`src/hdl/cct_pkg.sv`:
```
// ----------------------------------------------------------------------------
// cct_pkg
// Shared types and constants for the calibrated cycle-counter timebase.
// ----------------------------------------------------------------------------
package cct_pkg;

    localparam int DATA_W = 64;
    localparam int HALF_W = 32;

    // operation codes
    localparam logic [1:0] OP_CAL_START = 2'd0;
    localparam logic [1:0] OP_CAL_END   = 2'd1;
    localparam logic [1:0] OP_READ      = 2'd2;
    localparam logic [1:0] OP_RESERVED  = 2'd3;

    // status codes
    localparam logic [2:0] ST_VALID      = 3'd0;
    localparam logic [2:0] ST_CALIBRATED = 3'd1;
    localparam logic [2:0] ST_IGNORED    = 3'd2;
    localparam logic [2:0] ST_UNCAL      = 3'd3;
    localparam logic [2:0] ST_ZERO_RATE  = 3'd4;

    // configuration register indexes
    localparam int         CFG_INDEX_W = 1;
    localparam int         CFG_DATA_W  = 32;
    localparam logic [0:0] CFG_REF_CLK = 1'd0;
    localparam logic [0:0] CFG_WINDOW  = 1'd1;

    localparam logic [31:0] REF_CLK_RESET = 32'd1193182;
    localparam logic [15:0] WINDOW_RESET  = 16'd59659;

    localparam logic [63:0] NS_PER_S  = 64'd1000000000;
    localparam logic [63:0] NS_PER_US = 64'd1000;
    localparam logic [63:0] NS_PER_MS = 64'd1000000;

    // time unit divides as q = ((n >> pre) * recip) >> shift, exact for 64-bit n
    localparam int          US_PRESHIFT = 3;
    localparam int          US_SHIFT    = 68;
    localparam logic [63:0] US_RECIP    = 64'd2361183241434822607;
    localparam int          MS_PRESHIFT = 6;
    localparam int          MS_SHIFT    = 72;
    localparam logic [63:0] MS_RECIP    = 64'd302231454903657294;

    typedef struct packed {
        logic [1:0]  operation;
        logic [63:0] stamp;
    } t_in_item;

    typedef struct packed {
        logic [2:0]  status;
        logic [63:0] nanoseconds;
        logic [63:0] microseconds;
        logic [63:0] milliseconds;
        logic [63:0] rate_out;
    } t_out_item;

endpackage

```
`src/hdl/cct_mul.sv`:
```
// ----------------------------------------------------------------------------
// cct_mul
// Registered 32x32 unsigned multiplier, shared for all partial products.
// ----------------------------------------------------------------------------
module cct_mul (
    input  logic                                  i_clk,
    input  logic [cct_pkg::HALF_W-1:0]            i_a,
    input  logic [cct_pkg::HALF_W-1:0]            i_b,
    output logic [2*cct_pkg::HALF_W-1:0]          o_prod
);

    logic [2*cct_pkg::HALF_W-1:0] r_prod;

    always_ff @(posedge i_clk) begin
        r_prod <= i_a * i_b;
    end

    assign o_prod = r_prod;

endmodule

```
`config.mk`:
```
export PLATFORM = sky130hd
export DESIGN_NAME = cct_mul
export DESIGN_NICKNAME = d
export VERILOG_FILES = /design/src/hdl/cct_pkg.sv /design/src/hdl/cct_mul.sv
export SDC_FILE = /design/constraint.sdc
export NUM_CORES = 2
export LEC_CHECK = 0
export BUFFER_PORTS_ARGS = -buffer_cell sky130_fd_sc_hd__buf_2
export CORE_MARGIN = 4
export CORE_UTILIZATION = 40
export CTS_BUF_LIST = sky130_fd_sc_hd__clkbuf_16
export CTS_CLUSTER_DIAMETER = 60
export DETAILED_ROUTE_END_ITERATION = 10
export PLACE_DENSITY = 0.66
export SKIP_CTS_REPAIR_TIMING = 1
export SLEW_MARGIN = 20
export SYNTH_ARGS = -nofsm -noshare
export SYNTH_HDL_FRONTEND = slang
export SYNTH_SLANG_ARGS = --single-unit
```
`constraint.sdc`:
```
create_clock -name i_clk -period 27.6 [get_ports i_clk]
set_clock_uncertainty 0.15 [all_clocks]
set_input_delay 6.9 -clock i_clk [delete_from_list [all_inputs] [get_ports i_clk]]
set_output_delay 6.9 -clock i_clk [all_outputs]
set_load 0.005 [all_outputs]
```
# Word level (Yosys, flattened, before mapping)
# Cells that the tools add are included.
[word_totals] input_bits=65 out_inout_bits=64 regBits=64
[op_classes] n_mul=1
[op_table] cell="32-bit by 32-bit multiplier with 64-bit output" n=1

# Depth between registers and ports, before layout
[logic_depth] ltp_word=1 depth_mapped=29 ltp_nobuf=27

# Least setup slack after synthesis
# Ideal clock, no wire load.
[synth_timing] path_type="input to register" start="input port i_a[25] (netlist name)" end="register r_prod, in the netlist o_prod[62]" n_path_buf=2 path_slack_ps=13797 arrival_ps=13581 setup_ps=72 t_required_ps=27378 stages=25 cell_sequence="clkbuf_1 nand2_1 fa_1 inv_1 fa_1 inv_1 fa_1 inv_1 fa_1 fa_1 fa_1 fa_1 inv_1 fa_1 inv_1 ha_1 buf_2 nand4_1 or4_1 or3_1 a31oi_1 a31o_2 a211oi_1 o21ai_1 xor2_1"
[synth_between] elab_chain_len=1
[synth_lines] element="start: declaration" line_no="cct_mul.sv:7" text="input logic [cct_pkg::HALF_W-1:0] i_a,"
[synth_lines] element="32-bit by 32-bit multiplier with 64-bit output" line_no="cct_mul.sv:15" text="r_prod <= i_a * i_b;"
[synth_lines] element="end signal: assignment" line_no="cct_mul.sv:15"
[synth_lines] element="end: declaration" line_no="cct_mul.sv:12" text="logic [2*cct_pkg::HALF_W-1:0] r_prod;"
# No other way between the ends.

# Final worst setup path
[layout_timing] start="input port i_b[24] (netlist name)" end="register r_prod, in the netlist o_prod[62]"
[layout_between] elab_chain_len=1
[layout_lines] element="start: declaration" line_no="cct_mul.sv:8" text="input logic [cct_pkg::HALF_W-1:0] i_b,"
[layout_lines] element="32-bit by 32-bit multiplier with 64-bit output" line_no="cct_mul.sv:15"
# No other way between the ends.

==> flow_summary.rst <==
.. list-table::
   :header-rows: 1

   * - Metric
     - Value
   * - Number of DRC violations after detailed routing
     - 0
   * - Clock sink total
     - 64
   * - Destination of the worst hold path
     - o_prod[0]$_DFF_P_
   * - Proportion of synthesized chip area in sequential cells
     - 3.69%
   * - DR iter-0 viols
     - 1457
   * - Initial Util
     - 40.5%
   * - Number of instances in the synthesized netlist
     - 3748
   * - Number of maximum-capacitance violations
     - 0
   * - Final period utilization
     - 53.8%
   * - Number of flip-flops under the largest register name
     - 64
   * - Hold Crit Start
     - i_b[0]
   * - Clock root buffer
     - clkbuf_16
   * - Fraction of final layout cells with drive strength greater than 1
     - 4.43%
   * - Top flip-flop cell by instance count after synthesis
     - dfxtp_1
   * - Die Span Y
     - 302 um
   * - Critical path startpoint category
     - input port
   * - Maximum fanout along the worst path
     - 32
   * - Overall global routing resource usage
     - 20.8%
   * - Worst hold path type
     - input port to flop
   * - Number of enable-type register cells in the synthesized netlist
     - 0
   * - Syn Std Cell Area
     - 34700 um2
   * - Total length of routed wires
     - 90700 um
   * - Clock transition at the register clock pins on the worst setup and hold paths after CTS
     - 60 ps
   * - IO buf count
     - 128
   * - Hold slack final
     - 7050 ps
   * - Synthesized netlist net count
     - 4972
   * - Via count
     - 24.6k
   * - Average routed wire per standard cell
     - 18.8 um
   * - Core Region
     - 85500 um2
   * - #FFs+latches synth
     - 64
   * - Achievable frequency
     - 0.0673 GHz
   * - Top cell type's share of synthesized area
     - 51.7%
   * - Period minus WS final
     - 14860 ps
   * - Number of cells in the finished layout apart from fillers
     - 4822
   * - Layout fillers
     - 8433
   * - Antenna violations before repair
     - 5
   * - Distinct cell type count after synthesis
     - 57
   * - Dominant cell type by area after synthesis
     - fa_1
   * - Number of nets still failing antenna checks after routing
     - 0
   * - DP HPWL
     - 74200 um
   * - Accumulated negative setup slack
     - 0 ps
   * - Via count of the first global-routing pass
     - 26.7k
   * - Slew HR
     - 35.4%
   * - Number of core rows
     - 107
   * - Die X-Extent
     - 302 um
   * - Wire length of the first global-routing pass
     - 148000 um
   * - Routability congestion estimate
     - 0.880
   * - Floorplan die area
     - 91500 um2
   * - Final-stage net count
     - 4897
   * - Num ports
     - 129
   * - Largest net degree at the start of global routing
     - 33
   * - Area of combinational cells with multiple inputs
     - 29300 um2
   * - Worst Setup Path Type
     - input port to flop
   * - Reg area
     - 1280 um2
   * - Top cells by area in the synthesized netlist
     - fa_1, and2_1, ha_1, inv_1, nand2_1
   * - First-pass iteration count of the detailed router
     - 5
   * - Layout Area Growth over Synthesis
     - 4.58%
   * - Worst Tran Pin Value
     - 969 ps
   * - Async S/R FF share, synth
     - 0%
   * - Depth of the worst hold-timing path
     - 2
   * - H-Tree Level Count
     - 3
   * - CTS tree
     - yes
   * - Outcome
     - finished, final reports clean
   * - Total clock buffers created by CTS
     - 9
   * - Number of cells in the design after placement
     - 4806
   * - Setup Viol. Count Final
     - 0
   * - Via density per instance
     - 5.10
   * - Final Max Tran Viols
     - 0
   * - Number of warnings reported in the yosys synthesis log
     - 0
   * - Avg Synthesized Cell Area
     - 9.25 um2
   * - Data arrival time of the critical path
     - 14980 ps
   * - RSZ-0062 raised after global routing
     - false
   * - Capturing element type of the critical path
     - flop
   * - Required time of the worst setup path
     - 27720 ps
   * - Number of endpoints with negative hold slack in the final report
     - 0
   * - Clock Tree Buf Depth
     - 2
   * - Overall overflow remaining after global route
     - 0
## stage by stage
stage / instance area (um2) / util (%) / setup slack (ps)
floorplan: 34700 / - / 13800
finish: 36300 / 42.4 / 12740
CTS: 36300 / 42.4 / 12890
global route: 36300 / 42.4 / 12430
detailed placement: 36000 / 42.0 / 12530
global placement: 36000 / 42.0 / 12680
## cells in the mapped netlist (4+ instances only)
cell type / number
o21a_1: 9
a21o_1: 40
ha_1: 263
nor2_1: 20
fa_1: 896
nand2_1: 480
nor3_1: 7
inv_1: 865
a221o_1: 4
o21bai_1: 10
xor2_1: 25
a31oi_1: 12
xnor2_1: 35
and3_1: 14
o21ai_0: 21
and2_1: 602
buf_2: 6
o21ai_1: 5
dfxtp_1: 64
a21oi_1: 63
nand3_1: 10
nand4_1: 23
clkbuf_1: 213
## cells by family (layout without fill, tap and decap cells)
logic type / count (synthesis) / count (layout) / synth area share (%)
buffers and inverters: 1085 / 1014 / 11.8
other: 0 / 1 / 0
XOR/XNOR: 60 / 60 / 1.52
multiplexers: 1 / 1 / 0.0289
AO/OA/AOI/OAI: 202 / 202 / 4.15
flip-flops: 64 / 64 / 3.69
adder cells (fa/ha/maj): 1159 / 1159 / 61.2
AND/OR/NAND/NOR: 1177 / 1177 / 17.6
## cell usage in the layout, fill, tap and decap left out, types with 3 or more instances in the layout
cell | netlist | layout
or2_2 | 3 | 3
nand3_1 | 10 | 10
nor2_1 | 20 | 20
dfxtp_1 | 64 | 64
o21ai_1 | 5 | 5
a21oi_1 | 63 | 63
xnor2_1 | 35 | 35
buf_4 | 0 | 6
o21bai_1 | 10 | 10
or3_1 | 3 | 3
nand4_1 | 23 | 23
clkbuf_16 | 0 | 9
xor2_1 | 25 | 25
o21a_1 | 9 | 9
a211oi_1 | 3 | 3
and4_1 | 3 | 3
nand2_1 | 480 | 480
fa_1 | 896 | 896
a21o_1 | 40 | 40
ha_1 | 263 | 263
and2_1 | 602 | 602
o221ai_1 | 3 | 3
or4_1 | 3 | 3
buf_2 | 6 | 128
o31ai_4 | 3 | 3
and3_1 | 14 | 14
a21boi_1 | 3 | 3
o21ai_0 | 21 | 21
a221o_1 | 4 | 4
inv_1 | 865 | 866
a31oi_1 | 12 | 12
nor3_1 | 7 | 7
a21oi_2 | 3 | 3
a221oi_4 | 3 | 3
## worst max-delay path by stage
stage,start,end,cells after the start
after floorplan,i_a[25],o_prod[62]$_DFF_P_,25
after global placement,i_a[25],o_prod[62]$_DFF_P_,24
after detailed placement,i_a[25],o_prod[62]$_DFF_P_,24
after CTS,i_a[25],o_prod[62]$_DFF_P_,24
after global routing,i_a[25],o_prod[62]$_DFF_P_,24
final,i_b[24],o_prod[62]$_DFF_P_,22
## cell type report
cell class | instances | area share, %
Tap cell | 1144 | 3.95
Multi-Input combinational cell | 2599 | 80.8
Antenna cell | 1 | 0.00690
Inverter | 865 | 8.95
Sequential cell | 64 | 3.53
Clock inverter | 6 | 0.210
Clock buffer | 9 | 0.621
Timing Repair Buffer | 134 | 1.89
## critical path, cell delays in order
cell and delay (ps):
buf_2 730, nand2_1 190, fa_1 540, inv_1 50
fa_1 480, fa_1 570, fa_1 490, fa_1 580
fa_1 450, fa_1 490, inv_1 50, fa_1 510
inv_1 50, ha_1 430, nand4_1 280, or4_1 490
or3_1 380, a31oi_1 590, a31o_2 300, a211oi_1 100
o21ai_1 170, xor2_1 160
## per-layer routing
metal	track usage [%]	wire length, um
met3	2.43	4320
met1	25.1	33600
met2	37.7	48200
met4	8.56	4540
met5	0	23
Power is not shown: default switching activity piles up to over one toggle a cycle in this logic, so the estimate is an artifact.
