File: config.mk
export PLATFORM = sky130hd
export DESIGN_NAME = cct_div
export DESIGN_NICKNAME = d
export VERILOG_FILES = /design/src/hdl/cct_pkg.sv /design/src/hdl/cct_div.sv
export SDC_FILE = /design/constraint.sdc
export NUM_CORES = 1
export LEC_CHECK = 0
export BUFFER_PORTS_ARGS = -buffer_cell sky130_fd_sc_hd__buf_2
export CORE_MARGIN = 2
export CORE_UTILIZATION = 58
export CTS_CLUSTER_SIZE = 40
export DETAILED_ROUTE_END_ITERATION = 7
export PLACE_DENSITY = 0.82
export SLEW_MARGIN = 25
export SYNTH_ARGS = -nofsm -noshare
export SYNTH_HDL_FRONTEND = slang
export SYNTH_SLANG_ARGS = --single-unit
File: constraint.sdc
create_clock -name i_clk -period 5.9 [get_ports i_clk]
set_input_delay 0.885 -clock i_clk [delete_from_list [all_inputs] [get_ports i_clk]]
set_output_delay 0.885 -clock i_clk [all_outputs]
set_load 0.1 [all_outputs]
File: src/hdl/cct_pkg.sv
// ----------------------------------------------------------------------------
// cct_pkg
// Shared types and constants for the calibrated cycle-counter timebase.
// ----------------------------------------------------------------------------
package cct_pkg;

    localparam int DATA_W = 64;
    localparam int HALF_W = 32;

    // operation codes
    localparam logic [1:0] OP_CAL_START = 2'd0;
    localparam logic [1:0] OP_CAL_END   = 2'd1;
    localparam logic [1:0] OP_READ      = 2'd2;
    localparam logic [1:0] OP_RESERVED  = 2'd3;

    // status codes
    localparam logic [2:0] ST_VALID      = 3'd0;
    localparam logic [2:0] ST_CALIBRATED = 3'd1;
    localparam logic [2:0] ST_IGNORED    = 3'd2;
    localparam logic [2:0] ST_UNCAL      = 3'd3;
    localparam logic [2:0] ST_ZERO_RATE  = 3'd4;

    // configuration register indexes
    localparam int         CFG_INDEX_W = 1;
    localparam int         CFG_DATA_W  = 32;
    localparam logic [0:0] CFG_REF_CLK = 1'd0;
    localparam logic [0:0] CFG_WINDOW  = 1'd1;

    localparam logic [31:0] REF_CLK_RESET = 32'd1193182;
    localparam logic [15:0] WINDOW_RESET  = 16'd59659;

    localparam logic [63:0] NS_PER_S  = 64'd1000000000;
    localparam logic [63:0] NS_PER_US = 64'd1000;
    localparam logic [63:0] NS_PER_MS = 64'd1000000;

    // time unit divides as q = ((n >> pre) * recip) >> shift, exact for 64-bit n
    localparam int          US_PRESHIFT = 3;
    localparam int          US_SHIFT    = 68;
    localparam logic [63:0] US_RECIP    = 64'd2361183241434822607;
    localparam int          MS_PRESHIFT = 6;
    localparam int          MS_SHIFT    = 72;
    localparam logic [63:0] MS_RECIP    = 64'd302231454903657294;

    typedef struct packed {
        logic [1:0]  operation;
        logic [63:0] stamp;
    } t_in_item;

    typedef struct packed {
        logic [2:0]  status;
        logic [63:0] nanoseconds;
        logic [63:0] microseconds;
        logic [63:0] milliseconds;
        logic [63:0] rate_out;
    } t_out_item;

endpackage

File: src/hdl/cct_div.sv
// ----------------------------------------------------------------------------
// cct_div
// Restoring bit-serial 64-bit unsigned divider, one quotient bit per cycle.
// ----------------------------------------------------------------------------
module cct_div (
    input  logic                        i_clk,
    input  logic                        i_rst_n,
    input  logic                        i_start,
    input  logic [cct_pkg::DATA_W-1:0]  i_dividend,
    input  logic [cct_pkg::DATA_W-1:0]  i_divisor,
    output logic                        o_done,
    output logic [cct_pkg::DATA_W-1:0]  o_quotient
);

    localparam int              CNT_W = $clog2(cct_pkg::DATA_W);
    localparam logic [CNT_W-1:0] LAST = CNT_W'(cct_pkg::DATA_W - 1);

    logic                        r_busy;
    logic                        r_done;
    logic [CNT_W-1:0]            r_cnt;
    logic [cct_pkg::DATA_W-1:0]  r_quo;
    logic [cct_pkg::DATA_W-1:0]  r_rem;
    logic [cct_pkg::DATA_W-1:0]  r_den;

    logic [cct_pkg::DATA_W:0]    w_trial;
    logic [cct_pkg::DATA_W:0]    w_diff;
    logic                        w_fits;

    always_comb begin
        w_trial = {r_rem, r_quo[cct_pkg::DATA_W-1]};
        w_diff  = w_trial - {1'b0, r_den};
        w_fits  = (w_trial >= {1'b0, r_den});
    end

    always_ff @(posedge i_clk) begin
        if (!i_rst_n) begin
            r_busy <= 1'b0;
            r_done <= 1'b0;
            r_cnt  <= '0;
        end else begin
            r_done <= r_busy && !i_start && (r_cnt == LAST);
            if (i_start) begin
                r_quo  <= i_dividend;
                r_rem  <= '0;
                r_den  <= i_divisor;
                r_cnt  <= '0;
                r_busy <= 1'b1;
            end else if (r_busy) begin
                r_rem <= w_fits ? w_diff[cct_pkg::DATA_W-1:0] : w_trial[cct_pkg::DATA_W-1:0];
                r_quo <= {r_quo[cct_pkg::DATA_W-2:0], w_fits};
                r_cnt <= r_cnt + 1'b1;
                if (r_cnt == LAST) begin
                    r_busy <= 1'b0;
                end
            end
        end
    end

    assign o_done     = r_done;
    assign o_quotient = r_quo;

endmodule

======== After elaboration in Yosys (flattened, before gate mapping) ========
Index checks and enable logic that the tools add are counted.
storage, ports and cells
  register bits ........................... 200
  latch bits .............................. 0
  RAM bits ................................ 0
  memory bits (read-only) ................. 0
  input port bits ......................... 131
  output and inout port bits .............. 65
  word-level logic and storage cells ...... 25
  memories ................................ 0
cells by class
  add/sub/neg operators ................... 2
  multipliers ............................. 0
  divide/modulo/power cells ............... 0
  order comparisons ....................... 1
  eq/ne operators ......................... 1
  shifts and indexed selects .............. 0
  mux-type cells .......................... 7
  bitwise operators ....................... 1
  reduce and logical (&&, ||, !) cells .... 7
operators by type and width
  cell                                                            count
  64-bit two-way mux                                              4
  65-bit by 64-bit greater-or-equal comparator with 1-bit output  1
  64-bit subtractor                                               1
  6-bit by 1-bit adder with 6-bit output, second input constant   1
  6-bit == test, second input constant                            1
  2-bit AND reduction                                             2
  1-bit two-way mux                                               3
  1-bit logical AND                                               2
  2-bit nonzero test                                              1
  2-bit OR reduction                                              1
  1-bit zero test                                                 1
  1-bit NOT                                                       1

======== Depth between registers and ports, before layout ========
  word-level depth ........................ 4
  gate-level depth with buffers ........... 16
  gate-level depth less buffers ........... 13

======== Least setup slack after synthesis ========
OpenSTA, ideal clock, no wires.
  kind .................................... in2reg
  start point ............................. in i_start
  end point ............................... reg r_quo (netlist bit o_quotient[0]), enable pin
  library setup time ...................... 0.499 ns
  data arrival time ....................... 4.071 ns
  data required time ...................... 5.401 ns
  path slack .............................. 1.330 ns
  stages .................................. 2
  path buffers ............................ 1
  cell sequence ........................... clkbuf_1 o21a_1
on the way
  word-level cells in the longest chain between the ends .. 2
RTL lines
  item                                  RTL line       source
  start, declared                       cct_div.sv:8   input logic i_start,
  2-bit nonzero test (no source line)   n/a
  2-bit AND reduction (no source line)  n/a
  end signal, assigned                  cct_div.sv:43  r_quo <= i_dividend;
  end signal, assigned                  cct_div.sv:50  r_quo <= {r_quo[cct_pkg::DATA_W-2:0], w_fits};
  end, declared                         cct_div.sv:21  logic [cct_pkg::DATA_W-1:0] r_quo;
Every way passes these cells.
A chain may end at the register's enable or synchronous reset.

======== Final worst setup path ========
  start point ............................. reg r_rem[5] in the netlist's numbering
  end point ............................... reg r_rem[58] in the netlist's numbering, data pin
on the way
  word-level cells in the longest chain between the ends .. 3
  elaborated cells on any way between the ends .. 4
  classes of those cells .................. 1 x add/sub; 1 x order compare; 2 x mux
RTL lines
  item                                                                                                        RTL line                      source
  start, declared                                                                                             cct_div.sv:22                 logic [cct_pkg::DATA_W-1:0] r_rem;
  start signal, assigned                                                                                      cct_div.sv:49                 r_rem <= w_fits ? w_diff[cct_pkg::DATA_W-1:0] : w_trial[cct_pkg::DATA_W-1:0];
  64-bit subtractor / 65-bit by 64-bit greater-or-equal comparator with 1-bit output (equally long branches)  cct_div.sv:31, cct_div.sv:32
  64-bit two-way mux (*)                                                                                      cct_div.sv:49
  64-bit two-way mux (*)                                                                                      cct_div.sv:48                 end else if (r_busy) begin
Mark *: on every way between the ends. The rest lies on a longest branch, timed or not. The select of a mux whose other input is x is not followed.

==> summary.txt <==
Status: complete, no violations
Floorplan row count: 53
Wire length of the first global-routing pass: 44,900 um
Horizontal die dimension: 149 um
Met3 Use GR: 0.0624
Final routed wire length divided by cell count: 17.1 um
Largest net degree at the start of global routing: 79
CORE AREA: 20,900 um^2
Maximum fanout count along the critical path: 39
Switching power: 1540 uW
CTS Sinks: 200
Post-Syn Area per Cell: 10.3 um^2
Number of iterations in the first detailed-routing pass: 5
I/O pin count: 196
H-tree depth: 4
Count of mapped cells out of synthesis: 1,192
Required arrival time at the worst endpoint: 6.10 ns
Startpoint type of the worst setup path: flip-flop
Global routing met1 resource utilization: 0.324
Area of the die: 22,300 um^2
Fill cell total of the finished layout: 1,634
Average via count per standard cell: 5.85
Placed cells: 1,607
Skew final: 0.0187 ns
Final setup violating endpoints: 0
Worst relative slew slack: 0.357
Worst-path clk slew: 0.09 ns
Total negative slack for setup checks: 0 ns
Post-layout nets: 1,548
Initial core utilization: 0.586
Number of vias after detailed routing: 9,582
Leading area contributor after synthesis: edfxtp_1
Clk network pwr share: 0.283
Number of synthesized flops with an enable pin: 192
Int Pwr: 2740 uW
Flip-flop and latch count after synthesis: 200
Number of antenna violations at the first check in global routing: 0
MaxCap Viol Count: 0
Commonest non-fill, non-tap cells in the layout: buf_2 (194), edfxtp_1 (192), nand2_1 (140), a21oi_1 (134), inv_1 (87)
Part of the power in combinational logic: 0.306
Endpoints failing hold: 0
Via count of the first global-routing pass: 9,273
Number of buffers added on ports: 195
Cell types occupying the most area after synthesis: edfxtp_1 (47%), ha_1 (6.6%), mux2_2 (6.0%)
Post-CTS Setup Repair Bufs: 0
Clock tree from TritonCTS: built
Routing usage on met2: 0.428
Library cell used as clock root buffer: clkbuf_16
Warnings, synthesis: 0
Smallest setup slack after layout: 1.87 ns
Final Non-Filler Cells: 1,639
Fraction of registers with async set/reset: 0
Area share of the leading cell type in the synthesized netlist: 0.471
Hpwl dp: 20,300 um
Number of buffer and inverter instances along the worst setup path: 1
Part of the Yosys area used for sequential elements: 0.484
Drt drc: 0
Top flip-flop cell by instance count after synthesis: edfxtp_1
ANT nets after route: 0
Number of distinct library cells after synthesis: 73
Worst min path class: flip-flop to flip-flop
Leakage power figure: 0.00572 uW
First DRT Iteration DRCs: 771
Syn Nets: 1,389
Total Routing Usage GR: 0.254
GRT overflow: 0
DIE HEIGHT: 149 um
Nature of the critical path endpoint: flip-flop
Post-route fraction of the period consumed by the critical path: 0.683
Power share of the sequential group: 0.411
Layout cell share with drive strength beyond 1: 0.240
Worst vdd ir: 0.245 mV
Pwr per Cell Area: 307 nW/um^2
Weighted congestion at the end of routability-driven global placement: 0.942
FMAX: 248 MHz
Unrepaired setup endpoints after global routing: no
Fraction of power spent switching nets: 0.360
Crit Path Class: flip-flop to flip-flop
Number of buffers on the longest clock path: 2
Post-cts gate resize count: 0
Transition time at the pin with the least slew margin: 0.964 ns
Place WS: 1.92 ns
Cell with the largest stage delay on the worst path: buf_4
GRT busiest layer: met2
Data arrival at the endpoint of the critical path: 4.22 ns
Worst-Skew Late Latency: 0.45 ns
Final slew viol count: 0
Critical-path cell list: ha_1 > a21oi_1 > o21ai_0 > a221oi_2 > o31ai_2 > o2111ai_2 > nand2_2 > a21oi_4 > and2_1 > buf_4 > a2111oi_2 > a311o_1
Most frequent standard cell in the layout excluding fill and tap cells: buf_2
Hold-fix buffers at CTS: 0
Total Wirelength: 28,000 um
Area growth syn-to-layout: 13.5%
Crit path max-delay family: compound AO/OA/AOI/OAI gates
Maximum single-stage delay on the critical path: 0.51 ns
Diodes inserted: 0
Post-synthesis instance area: 12,200 um^2
Tot Pwr: 4270 uW
Tmin final: 4.03 ns
Cts bufs inserted: 17
[registers in the layout (all words and copies together) (netlist names)]
register and cells:
r_den 64, o_quotient 64, o_done 1, r_busy 1
r_cnt 6, r_rem 64
[area by class of cell]
cell class                      count  area, um^2  area share
Sequential cell                   200        5930       0.426
Multi-Input combinational cell    844        5660       0.407
Timing Repair Buffer              201        1020      0.0736
Clock buffer                       17         425      0.0306
Tap cell                          275         344      0.0248
Inverter                           87         327      0.0235
Clock inverter                     15         195      0.0140
[through the flow]
stage           util  hold slack (ns)  cell area, um^2
5_1_grt        0.665            0.559            13900
3_3_place_gp   0.635            0.476            13300
3_5_place_dp   0.635            0.516            13300
4_1_cts        0.665            0.539            13900
2_1_floorplan      -            0.458            12200
6_report       0.665            0.525            13900
[path summary, 6_finish.rpt]
path | startpoint | to | slack, ns | depth (start not counted)
min reg2reg | r_cnt[5] | o_done | 0.52 | 2
max reg2reg | r_rem[5] | r_rem[58] | 1.87 | 12
max | r_rem[5] | r_rem[58] | 1.87 | 12
min | r_cnt[5] | o_done | 0.52 | 2
[power by group through the flow]
stage                     registers (uW)  clock network, uW  logic [uW]
after floorplan                     1980                  0         850
after CTS                           1760               1230        1300
after global placement              1780                  0        1270
final                               1760               1210        1310
after detailed placement            1790                  0        1290
after global routing                1770               1270        1430
[per-layer routing]
metal / share of wire / up-vias
met5: 0 / -
met4: 0.022 / 0
met3: 0.063 / 47
met2: 0.49 / 348
met1: 0.43 / 4524
li1: - / 4663
[worst register-to-register path, stage by stage, from the launching register on]
cell,delay (ns)
edfxtp_1,0.42
ha_1,0.40
a21oi_1,0.24
o21ai_0,0.16
a221oi_2,0.28
o31ai_2,0.19
o2111ai_2,0.28
nand2_2,0.10
a21oi_4,0.24
and2_1,0.50
buf_4,0.51
a2111oi_2,0.08
a311o_1,0.36
[logic make-up after synthesis]
family,Yosys count,share of synthesized area
XOR/XNOR,56,0.0401
multiplexers,67,0.0614
AO/OA/AOI/OAI,325,0.170
adder cells (fa/ha/maj),66,0.0681
flip-flops,200,0.484
buffers and inverters,148,0.0554
AND/OR/NAND/NOR,330,0.121
[synth_stat cells (all sizes together), types with 26 or more instances]
| library cell | n |
|---|---|
| edfxtp | 192 |
| xnor2 | 35 |
| clkbuf | 26 |
| nand3 | 31 |
| inv | 87 |
| nand2 | 142 |
| o21ai | 57 |
| ha | 65 |
| buf | 35 |
| nor2 | 75 |
| a21o | 26 |
| a21oi | 141 |
| mux2 | 65 |
(Power assumes the default switching activity.)
